### src/hdl/edge_detect_3x3_stream_macros.svh
// Assertion macros used by the edge detector datapath.
// No dependencies; define ASSERT_OFF to compile the checks out.
`ifndef EDGE_DETECT_3X3_STREAM_MACROS_SVH
`define EDGE_DETECT_3X3_STREAM_MACROS_SVH
`ifndef ASSERT_OFF
`define ED3_ASSERT(label, clk, rstn, prop, msg) \
    label: assert property (@(posedge clk) disable iff (!rstn) prop) else $error(msg);
`define ED3_NEVER(label, clk, rstn, cond, msg) \
    label: assert property (@(posedge clk) disable iff (!rstn) !(cond)) else $error(msg);
`else
`define ED3_ASSERT(label, clk, rstn, prop, msg)
`define ED3_NEVER(label, clk, rstn, cond, msg)
`endif
`endif

### src/hdl/ed3_pkg.sv
// Shared constants and control/status types of the 3x3 edge detector.
// No dependencies; imported by the controller, datapath and top level.
package ed3_pkg;

    localparam int CFG_IDX_W     = 3;
    localparam int CFG_DATA_W    = 63;
    localparam int PIX_W         = 8;
    localparam int COEF_W        = 7;
    localparam int TAPS          = 9;
    localparam int ACC_W         = 19;
    localparam int SQ_W          = 36;
    localparam int GAIN_W        = 16;
    localparam int ROW_W         = 13;
    localparam int DEF_MAX_WIDTH = 2048;
    localparam int MAX_HEIGHT    = 4096;
    localparam int MIN_DIM       = 4;

    localparam logic [CFG_IDX_W-1:0] REG_MODE      = 3'd0;
    localparam logic [CFG_IDX_W-1:0] REG_THRESHOLD = 3'd1;
    localparam logic [CFG_IDX_W-1:0] REG_GAIN      = 3'd2;
    localparam logic [CFG_IDX_W-1:0] REG_OFFSET    = 3'd3;
    localparam logic [CFG_IDX_W-1:0] REG_KERNEL_X  = 3'd4;
    localparam logic [CFG_IDX_W-1:0] REG_KERNEL_Y  = 3'd5;
    localparam logic [CFG_IDX_W-1:0] REG_WIDTH     = 3'd6;
    localparam logic [CFG_IDX_W-1:0] REG_HEIGHT    = 3'd7;

    localparam logic OP_PIXEL = 1'b0;
    localparam logic OP_FLUSH = 1'b1;

    localparam logic [3:0] MAC_LAST = 4'd8;
    localparam logic [7:0] PIX_MAX  = 8'd255;

    typedef struct packed {
        logic accept;
        logic win;
        logic mac_clear;
        logic mac_step;
        logic sq;
        logic sum;
        logic mul;
        logic push;
    } ed3_cmd_t;

    typedef struct packed {
        logic is_flush;
        logic emit;
        logic zero;
        logic mac_done;
        logic out_free;
    } ed3_status_t;

endpackage

### src/hdl/ed3_ctrl.sv
// Controller state machine of the edge detector: sequences one transaction.
// Depends on ed3_pkg for the command and status structs.
module ed3_ctrl (
    input  logic                aclk,
    input  logic                aresetn,
    input  logic                s_tvalid,
    output logic                s_tready,
    input  ed3_pkg::ed3_status_t status,
    output ed3_pkg::ed3_cmd_t    cmd
);
    import ed3_pkg::*;

    typedef enum logic [2:0] {
        S_IDLE, S_READ, S_WIN, S_MAC, S_SQ, S_SUM, S_MUL, S_OUT
    } state_t;

    state_t state_reg, state_next;

    // Next-state logic.
    always_comb begin
        state_next = state_reg;
        unique case (state_reg)
            S_IDLE: if (s_tvalid) state_next = S_READ;
            S_READ: begin
                if (!status.is_flush) state_next = S_WIN;
                else if (status.emit) state_next = S_OUT;
                else                  state_next = S_IDLE;
            end
            S_WIN: begin
                if (!status.emit)     state_next = S_IDLE;
                else if (status.zero) state_next = S_OUT;
                else                  state_next = S_MAC;
            end
            S_MAC: if (status.mac_done) state_next = S_SQ;
            S_SQ:  state_next = S_SUM;
            S_SUM: state_next = S_MUL;
            S_MUL: state_next = S_OUT;
            S_OUT: if (status.out_free) state_next = S_IDLE;
            default: state_next = S_IDLE;
        endcase
    end

    // State register.
    always_ff @(posedge aclk) begin
        if (!aresetn) begin
            state_reg <= S_IDLE;
        end else begin
            state_reg <= state_next;
        end
    end

    // Command decode.
    assign s_tready      = (state_reg == S_IDLE);
    assign cmd.accept    = s_tready && s_tvalid;
    assign cmd.win       = (state_reg == S_WIN);
    assign cmd.mac_clear = (state_reg == S_WIN);
    assign cmd.mac_step  = (state_reg == S_MAC);
    assign cmd.sq        = (state_reg == S_SQ);
    assign cmd.sum       = (state_reg == S_SUM);
    assign cmd.mul       = (state_reg == S_MUL);
    assign cmd.push      = (state_reg == S_OUT) && status.out_free;

endmodule

### config.mk
export PLATFORM = sky130hd
export DESIGN_NAME = ed3_ctrl
export DESIGN_NICKNAME = d
export VERILOG_FILES = /design/src/hdl/edge_detect_3x3_stream_macros.svh /design/src/hdl/ed3_pkg.sv /design/src/hdl/ed3_ctrl.sv
export SDC_FILE = /design/constraint.sdc
export NUM_CORES = 1
export LEC_CHECK = 0
export BUFFER_PORTS_ARGS = -buffer_cell sky130_fd_sc_hd__buf_2
export CORE_AREA = 2 2 39 41
export CTS_CLUSTER_SIZE = 8
export DETAILED_ROUTE_END_ITERATION = 8
export DIE_AREA = 0 0 41 43
export PLACE_DENSITY = 0.47
export REMOVE_ABC_BUFFERS = 1
export SKIP_CTS_REPAIR_TIMING = 1
export SLEW_MARGIN = 20
export SYNTH_ARGS = -nofsm -noshare
export SYNTH_HDL_FRONTEND = slang
export SYNTH_SLANG_ARGS = --single-unit
### constraint.sdc
create_clock -name aclk -period 1.6 [get_ports aclk]
set_input_delay 0.24 -clock aclk [delete_from_list [all_inputs] [get_ports aclk]]
set_output_delay 0.24 -clock aclk [all_outputs]
set_load 0.01 [all_outputs]
==> results of run 1 <==
## power by group
| part | leakage (nW) | total [mW] | switching, mW | internal, mW |
|---|---|---|---|---|
| Clock | 0.0150 | 0.134 | 0.0402 | 0.0935 |
| Sequential | 0.0248 | 0.116 | 0.0242 | 0.0921 |
| Combinational | 0.152 | 0.200 | 0.109 | 0.0912 |
| Total | 0.191 | 0.450 | 0.173 | 0.277 |
## final cells by class
| class | count | area, um^2 | area share |
|---|---|---|---|
| multi-input combinational | 26 | 166.4 | 0.4478 |
| timing repair buffer | 17 | 87.58 | 0.2357 |
| sequential | 3 | 60.06 | 0.1616 |
| clock buffer | 4 | 26.28 | 0.07071 |
| tap | 16 | 20.02 | 0.05387 |
| inverter | 3 | 11.26 | 0.03030 |
## worst paths after layout
| kind | start | endpoint | slack (ns) | cells past startpoint |
|---|---|---|---|---|
| min reg2reg | state_reg[0]$_SDFFE_PN0P_ | state_reg[2]$_SDFFE_PN0P_ | 0.62 | 3 |
| max reg2reg | state_reg[2]$_SDFFE_PN0P_ | state_reg[0]$_SDFFE_PN0P_ | 0.27 | 3 |
| min | aresetn | state_reg[2]$_SDFFE_PN0P_ | 0.26 | 3 |
| max | state_reg[0]$_SDFFE_PN0P_ | cmd[7] | 0.09 | 4 |
## per-stage QoR
stage / utilization / area [um^2] / cells
2_1_floorplan: - / 237.7 / 32
3_3_place_gp: 0.2495 / 345.3 / 65
3_5_place_dp: 0.2495 / 345.3 / 65
4_1_cts: 0.2685 / 371.6 / 69
5_1_grt: 0.2685 / 371.6 / 69
6_report: 0.2685 / 371.6 / 69
## critical path: cells and delay by family, from the launching register on
kind / cells / cell delay [ns]
DFF: 1 / 0.34
and+or+nand+nor: 3 / 0.57
buffers and inverters: 1 / 0.12
## cells in the final DEF, fill, tap and decap left out
cell type / synthesis / layout
nor2_1: 5 / 5
dfxtp_1: 3 / 3
nor3_1: 1 / 1
clkbuf_4: 0 / 3
o22ai_1: 1 / 1
and2_1: 1 / 1
a32oi_1: 1 / 1
nand2_1: 2 / 2
nand3_1: 2 / 2
o211ai_1: 1 / 1
a211o_1: 1 / 1
inv_1: 3 / 3
a31oi_1: 2 / 2
or2_1: 0 / 1
o31ai_1: 1 / 1
and3_1: 2 / 2
buf_2: 1 / 16
clkbuf_1: 2 / 1
mux2_2: 1 / 1
buf_4: 1 / 1
a21o_1: 1 / 1
o32a_1: 1 / 1
o32a_2: 1 / 1
o41ai_1: 1 / 1
## routing by layer
layer,global-route usage,share of wire,vias to the layer above,wire length [um]
met5,0,0,-,0
met4,0.1200,0.018,0,14
met3,0.01571,0.090,2,68
met2,0.1281,0.42,13,320
met1,0.1338,0.47,142,355
li1,-,-,168,-
## logic make-up after synthesis
kind of cell / after synthesis / synth area share
buffers and inverters: 7 / 0.1214
AOI/OAI and AO/OA: 11 / 0.3447
and+or+nand+nor: 14 / 0.2573
DFF: 3 / 0.2330
muxes: 1 / 0.04369
==> out/qor.txt, run 1 <==
RSZ-0062 raised after global routing: no
I/O pin count: 17
Rows: 14
Number of global-route vias before repair: 281
CP cell instances: or2_1 -> nor2_1 -> and2_1 -> buf_2
Pre-CTS setup slack: 0.2675 ns
GR Overflow Total: 0
Final net count: 62
Crit path required time: 1.36 ns
Max reg flops: 3
Synth async-reset ratio: 0
H-tree levels: 1
Share of cells above drive strength 1: 0.4151
GRT Overall Usage: 0.1041
CTS tree: yes
N_diodes: 0
Clk_skew: 0.003618 ns
Reg clk slew, reported paths: 0.04 ns
HPWL after DPL: 593.9 um
Final hold viol count: 0
Hold Path Class: input port to register
Yosys warns: 0
Final ANT Viol Nets: 0
Post-DR wirelength/cell: 11.00 um
Area grow syn2layout: 44.17%
Synth area leaders: dfxtp_1 (23%), nor2_1 (7.3%), a31oi_1 (4.9%)
Peak Freq: 662.8 MHz
Initial antenna violation count: 0
Synth Instances: 36
Worst-Skew Late Latency: 0.23 ns
Max Cap Violations: 0
PortBufs: 16
Yosys cell types: 23
TritonCTS Buffers: 3
Power, Total: 0.4498 mW
Area share of the largest cell type after synthesis: 0.2330
Crit path DAT: 1.27 ns
WS Path Type: register to output pin
Clock sinks: 3
CTS root buffer: clkbuf_4
EDFF count, synth: 0
Leakage: 0.1914 nW
Most common cell in the netlist: nor2_1
DR vias: 325
Clk buf depth: 2
First-pass GRT wire length: 1.179 mm
Hold slack: 0.2642 ns
Post-synth top area cell: dfxtp_1
Largest net degree at the start of global routing: 13
First drt pass iteration count: 3
Initial core utilization: 0.1863
Post-Syn Area: 257.7 um^2
CP endpoint kind: output pin
CP max stage delay: 0.34 ns
Period utilization: 0.9429
GP Congestion: 0.7309
PwrDens: 1210 nW/um^2
Die H: 43 um
Drt drc: 0
Synth top cells by count: nor2_1 (5), dfxtp_1 (3), inv_1 (3)
Initial DRC count: 5
Worst setup margin: 0.09131 ns
Setup violators final: 0
Peak supply drop: 353.7 uV
Crit-path max FO: 6
Vias/cell: 4.710
Final min period: 1.509 ns
Final setup TNS: 0 ns
Slew at the pin closest to its max-slew limit: 0.3706 ns
FF+latch count, synth: 3
Nature of the critical path startpoint: register
Slew headroom: 0.7526
Syn_area_per_cell: 7.160 um^2
Die width: 41 um
Crit-path slowest cell: dfxtp_1
Core box area: 1384 um^2
Sequential share of the synthesized area: 0.2330
Post-synth top flop: dfxtp_1
Die area: 1763 um^2
Max Slew Vio Count: 0
Status: completed
Fill cells: 154
WL final: 759 um
Power figures use the tool's default switching activity.
==> run 2: changes to the inputs <==
- CTS_BUF_LIST: unset -> sky130_fd_sc_hd__clkbuf_4 sky130_fd_sc_hd__clkbuf_8
- clock period: 1.6 -> 1.4 ns (I/O delays scaled with it)
==> out/qor.txt, run 2 (synthesis results as in run 1) <==
Fill cells: 162 (was 154)
H-tree levels: 1 (unchanged)
Leakage: 0.2082 nW (was 0.1914 nW)
Hold Path Class: input port to register (unchanged)
Period utilization: 0.9669
Dpl cell area: 352.8 um^2 (was 345.3 um^2)
Clock group share of total power: 0.294 (was 0.297)
Slew headroom: 0.8107 (was 0.7526)
Initial antenna violation count: 0 (unchanged)
Final min period: 1.354 ns
HP Start: aresetn (unchanged)
Power, Total: 0.5808 mW (was 0.4498 mW)
HPWL after DPL: 548.9 um (was 593.9 um)
Peak supply drop: 595.3 uV (was 353.7 uV)
CP max stage delay: 0.33 ns (was 0.34 ns)
PortBufs: 16 (unchanged)
Status: completed (unchanged)
Reg clk slew, reported paths: 0.04 ns (about the same)
Initial DRC count: 7 (was 5)
Commonest non-fill, non-tap cell in the layout: buf_2 (unchanged)
GR Overflow Total: 0 (unchanged)
Combinational share of power: 0.481 (was 0.444)
Area taken by multi-input logic gates: 176.4 um^2 (was 166.4 um^2)
Design area: 402.9 um^2 (was 371.6 um^2)
Initial core utilization: 0.1863 (unchanged)
PwrDens: 1442 nW/um^2 (was 1210 nW/um^2)
RSZ-0062 raised after global routing: yes (was no)
Hold Path Sink: state_reg[2]$_SDFFE_PN0P_ (unchanged)
FF-to-FF setup slack: 0.12 ns (was 0.27 ns)
Crit path DAT: 1.14 ns (was 1.27 ns)
CTS root buffer: clkbuf_4 (unchanged)
CP cell instances: or2_4 -> nor2_4 -> and2_1 -> buf_2 (was or2_1 -> nor2_1 -> and2_1 -> buf_2)
Max Slew Vio Count: 0 (unchanged)
Max reg flops: 3 (unchanged)
Leading cell types in the layout, fill and taps excluded: buf_2 (16), nor2_1 (4), clkbuf_4 (4) (was buf_2 (16), nor2_1 (5), inv_1 (3), clkbuf_4 (3), dfxtp_1 (3))
Slew at the pin closest to its max-slew limit: 0.2815 ns (was 0.3706 ns)
DR vias: 324 (was 325)
I/O pin count: 17 (unchanged)
Setup violators final: 0 (unchanged)
WHS Path Cells: 3 (unchanged)
Reg2Reg Capture Point: state_reg[0]$_SDFFE_PN0P_ (unchanged)
WS Path Type: register to output pin (unchanged)
GP Congestion: 0.6760 (was 0.7309)
Core box area: 1384 um^2 (unchanged)
First drt pass iteration count: 4 (was 3)
Final hold viol count: 0 (unchanged)
Worst-Skew Late Latency: 0.23 ns (about the same)
Clk_skew: 0.001457 ns (was 0.003618 ns)
GRT Overall Usage: 0.09619 (was 0.1041)
Vias/cell: 4.563 (was 4.710)
Sequential Power Share: 0.225 (was 0.258)
Clock sinks: 3 (unchanged)
Crit-path slowest cell: dfxtp_2 (was dfxtp_1)
Die H: 43 um (unchanged)
Sw frac: 0.3613 (was 0.3845)
R2r startpoint: state_reg[0]$_SDFFE_PN0P_ (was state_reg[2]$_SDFFE_PN0P_)
Die area: 1763 um^2 (unchanged)
WL final: 721 um (was 759 um)
Clk buf depth: 2 (unchanged)
Crit path required time: 1.19 ns (was 1.36 ns)
Internal power: 0.3710 mW (was 0.2768 mW)
Area grow syn2layout: 56.31% (was 44.17%)
Rows: 14 (unchanged)
Max Cap Violations: 0 (unchanged)
Drt drc: 0 (unchanged)
First-pass GRT wire length: 1.117 mm (was 1.179 mm)
TritonCTS Buffers: 3 (unchanged)
CP endpoint kind: output pin (unchanged)
Post-DR wirelength/cell: 10.15 um (was 11.00 um)
Final ANT Viol Nets: 0 (unchanged)
Peak Freq: 738.7 MHz
Nature of the critical path startpoint: register (unchanged)
Largest net degree at the start of global routing: 11 (was 13)
R2r worst-path depth: 4 (was 3)
CTS tree: yes (unchanged)
Register area: 62.56 um^2 (was 60.06 um^2)
Final net count: 64 (was 62)
Switching pwr: 0.2098 mW (was 0.1730 mW)
Share of cells above drive strength 1: 0.5273 (was 0.4151)
Number of global-route vias before repair: 278 (was 281)
Die width: 41 um (unchanged)
N_diodes: 0 (unchanged)
Crit-path max FO: 6 (unchanged)
## run 2: layout make-up
class,instances,area share
multi-input combinational,26,0.4379
timing repair buffer,19,0.2547
sequential,3,0.1553
clock buffer,4,0.07453
tap,16,0.04969
inverter,3,0.02795
## run 2: how the worst max path moves through the flow
stage,startpoint,to,cells after the start
CTS,state_reg[0]$_SDFFE_PN0P_,cmd[7],4
finish,state_reg[0]$_SDFFE_PN0P_,cmd[7],4
detailed placement,state_reg[0]$_SDFFE_PN0P_,cmd[7],4
global placement,state_reg[0]$_SDFFE_PN0P_,cmd[7],4
floorplan,state_reg[1]$_SDFFE_PN0P_,cmd[7],3
global route,state_reg[0]$_SDFFE_PN0P_,cmd[7],4
## run 2: stage by stage
stage | TNS [ns] | worst slack (ns) | instances | util | hold slack [ns]
floorplan | 0 | 0.1217 | 32 | - | 0.3455
global placement | 0 | 0.1562 | 66 | 0.2550 | 0.4739
finish | 0 | 0.04635 | 71 | 0.2911 | 0.2336
global route | -0.01880 | -0.01880 | 71 | 0.2911 | 0.2491
CTS | -0.1499 | -0.1320 | 70 | 0.2767 | 0.2300
detailed placement | 0 | 0.1252 | 66 | 0.2550 | 0.4724
## run 2: worst max-delay path, delay by kind of cell, from the launching register on
family | cells | cell delay, ns
AND/OR/NAND/NOR | 3 | 0.46
flip-flops | 1 | 0.33
buffers and inverters | 1 | 0.12
## run 2: metal layers
layer / global-route usage / vias up / share of wire
li1: - / 170 / -
met1: 0.1310 / 141 / 0.48
met2: 0.1156 / 13 / 0.44
met3: 0.03141 / 0 / 0.074
met4: 0.08000 / 0 / 0
met5: 0 / - / 0
## run 2: power groups by stage
stage | logic, mW | clock network (mW) | registers [mW]
after floorplan | 0.135 | 0 | 0.138
after global placement | 0.242 | 0 | 0.129
after detailed placement | 0.240 | 0 | 0.129
after CTS | 0.242 | 0.177 | 0.127
after global routing | 0.311 | 0.184 | 0.135
final | 0.279 | 0.171 | 0.131
==> run 3: changes to the inputs <==
- CTS_BUF_LIST: sky130_fd_sc_hd__clkbuf_4 sky130_fd_sc_hd__clkbuf_8 -> sky130_fd_sc_hd__clkbuf_8
==> out/qor.txt, run 3 (synthesis results as in run 1) <==
Clk buf depth: 2 (unchanged)
R2r startpoint: state_reg[0]$_SDFFE_PN0P_ (unchanged)
Die width: 41 um (unchanged)
CP cell instances: or2_4 -> nor2_4 -> and2_1 -> buf_2 (unchanged)
Leakage: 0.2167 nW (was 0.2082 nW)
Share of cells above drive strength 1: 0.5091 (was 0.5273)
GRT Overall Usage: 0.09719 (was 0.09619)
CTS tree: yes (unchanged)
Crit path required time: 1.19 ns (about the same)
GP Congestion: 0.6760 (unchanged)
I/O pin count: 17 (unchanged)
TritonCTS Buffers: 3 (unchanged)
Max Cap Violations: 0 (unchanged)
PwrDens: 1555 nW/um^2 (was 1442 nW/um^2)
Clock sinks: 3 (unchanged)
Final hold viol count: 0 (unchanged)
Crit path depth: 4 (unchanged)
WL final: 726 um (was 721 um)
Max Slew Vio Count: 0 (unchanged)
GR Overflow Total: 0 (unchanged)
PortBufs: 16 (unchanged)
Nature of the critical path startpoint: register (unchanged)
CP endpoint kind: output pin (unchanged)
Die area: 1763 um^2 (unchanged)
WS Path Type: register to output pin (unchanged)
CP max stage delay: 0.33 ns (about the same)
H-tree levels: 1 (unchanged)
Slew at the pin closest to its max-slew limit: 0.2780 ns (was 0.2815 ns)
Drt drc: 0 (unchanged)
Initial antenna violation count: 0 (unchanged)
Crit-path slowest cell: dfxtp_2 (unchanged)
Commonest non-fill, non-tap cell in the layout: buf_2 (unchanged)
DR vias: 321 (was 324)
First-pass GRT wire length: 1.131 mm (was 1.117 mm)
Crit path DAT: 1.12 ns (was 1.14 ns)
Area grow syn2layout: 62.14% (was 56.31%)
Crit path max-delay family: simple AND/OR/NAND/NOR gates (unchanged)
Worst-Skew Late Latency: 0.21 ns (was 0.23 ns)
Largest net degree at the start of global routing: 11 (unchanged)
Peak Freq: 750.1 MHz (was 738.7 MHz)
Leading cell types in the layout, fill and taps excluded: buf_2 (16), inv_1 (4), nor2_1 (4) (was buf_2 (16), nor2_1 (4), clkbuf_4 (4))
Die H: 43 um (unchanged)
Setup violators final: 0 (unchanged)
Post-DR wirelength/cell: 10.23 um (was 10.15 um)
Period utilization: 0.9523 (was 0.9669)
Number of global-route vias before repair: 280 (was 278)
Status: completed (unchanged)
Max reg flops: 3 (unchanged)
Fin cells: 71 (unchanged)
Initial core utilization: 0.1863 (unchanged)
Final ANT Viol Nets: 0 (unchanged)
Launch point of the worst path: state_reg[0]$_SDFFE_PN0P_ (unchanged)
Rows: 14 (unchanged)
Fill cells: 158 (was 162)
Final setup TNS: 0 ns (unchanged)
Clk_skew: 0.0001496 ns (was 0.001457 ns)
HPWL after DPL: 548.9 um (unchanged)
N_diodes: 0 (unchanged)
R2r worst-path depth: 4 (unchanged)
Core box area: 1384 um^2 (unchanged)
Slew headroom: 0.8131 (was 0.8107)
Final net count: 64 (unchanged)
RSZ-0062 raised after global routing: no (was yes)
Reg clk slew, reported paths: 0.03 ns (was 0.04 ns)
FF-to-FF setup slack: 0.13 ns (was 0.12 ns)
Final min period: 1.333 ns (was 1.354 ns)
First drt pass iteration count: 3 (was 4)
End of the critical path: cmd[7] (unchanged)
CP bufs+invs: 1 (unchanged)
Crit-path max FO: 6 (unchanged)
Vias/cell: 4.521 (was 4.563)
Peak supply drop: 678.5 uV (was 595.3 uV)
CTS root buffer: clkbuf_8 (was clkbuf_4)
Placed cell count: 66 (unchanged)
Hold Path Class: input port to register (unchanged)
Initial DRC count: 6 (was 7)
Reg2Reg Capture Point: state_reg[0]$_SDFFE_PN0P_ (unchanged)
==> run 3: cell count changes in the layout (fill, tap and decap cells not counted), sizes merged <==
cell,before,now
clkbuf,4,3
inv,3,4
==> run 3: layout make-up <==
class / count / area, um^2 / area share
Multi-Input combinational cell: 26 / 176.4 / 0.4222
Timing Repair Buffer: 19 / 102.6 / 0.2455
Sequential cell: 3 / 62.56 / 0.1497
Clock buffer: 3 / 41.29 / 0.09880
Tap cell: 16 / 20.02 / 0.04790
Inverter: 3 / 11.26 / 0.02695
Clock inverter: 1 / 3.754 / 0.008982
==> run 3: worst min-delay path by stage <==
| stage | start | to | slack, ns | depth (start not counted) |
|---|---|---|---|---|
| floorplan | aresetn | state_reg[2]$_SDFFE_PN0P_ | 0.35 | 2 |
| global placement | aresetn | state_reg[2]$_SDFFE_PN0P_ | 0.47 | 3 |
| detailed placement | aresetn | state_reg[2]$_SDFFE_PN0P_ | 0.47 | 3 |
| CTS | aresetn | state_reg[2]$_SDFFE_PN0P_ | 0.25 | 3 |
| global route | aresetn | state_reg[2]$_SDFFE_PN0P_ | 0.27 | 3 |
| finish | aresetn | state_reg[2]$_SDFFE_PN0P_ | 0.25 | 3 |
==> run 3: per-layer routing <==
layer,track usage,vias to the layer above,part of all wire
met5,0,-,0
met4,0.08000,0,0
met3,0.03141,0,0.073
met2,0.1156,13,0.45
met1,0.1342,137,0.48
li1,-,171,-
==> run 3: worst reg2reg max path: cells and delay by family (launching register included) <==
kind | cells | cell delay, ns
compound gates | 2 | 0.47
flops | 1 | 0.33
simple gates | 1 | 0.26
buf+inv | 1 | 0.15
==> run 3: stage by stage <==
step | hold slack [ns] | cell area, um^2 | total power [mW] | worst slack (ns) | utilization
final | 0.2539 | 417.9 | 0.6498 | 0.06684 | 0.3020
after global routing | 0.2743 | 417.9 | 0.7024 | 0.007489 | 0.3020
after CTS | 0.2507 | 397.9 | 0.6183 | -0.1097 | 0.2875
after detailed placement | 0.4724 | 352.8 | 0.3687 | 0.1252 | 0.2550
after global placement | 0.4739 | 352.8 | 0.3706 | 0.1562 | 0.2550
after floorplan | 0.3455 | 237.7 | 0.2734 | 0.1217 | -
==> run 3: report_power, final <==
part / leakage (nW) / internal [mW] / switching (mW)
Sequential: 0.0254 / 0.108 / 0.0224
Combinational: 0.164 / 0.137 / 0.142
Clock: 0.0269 / 0.186 / 0.0535
Total: 0.217 / 0.431 / 0.218
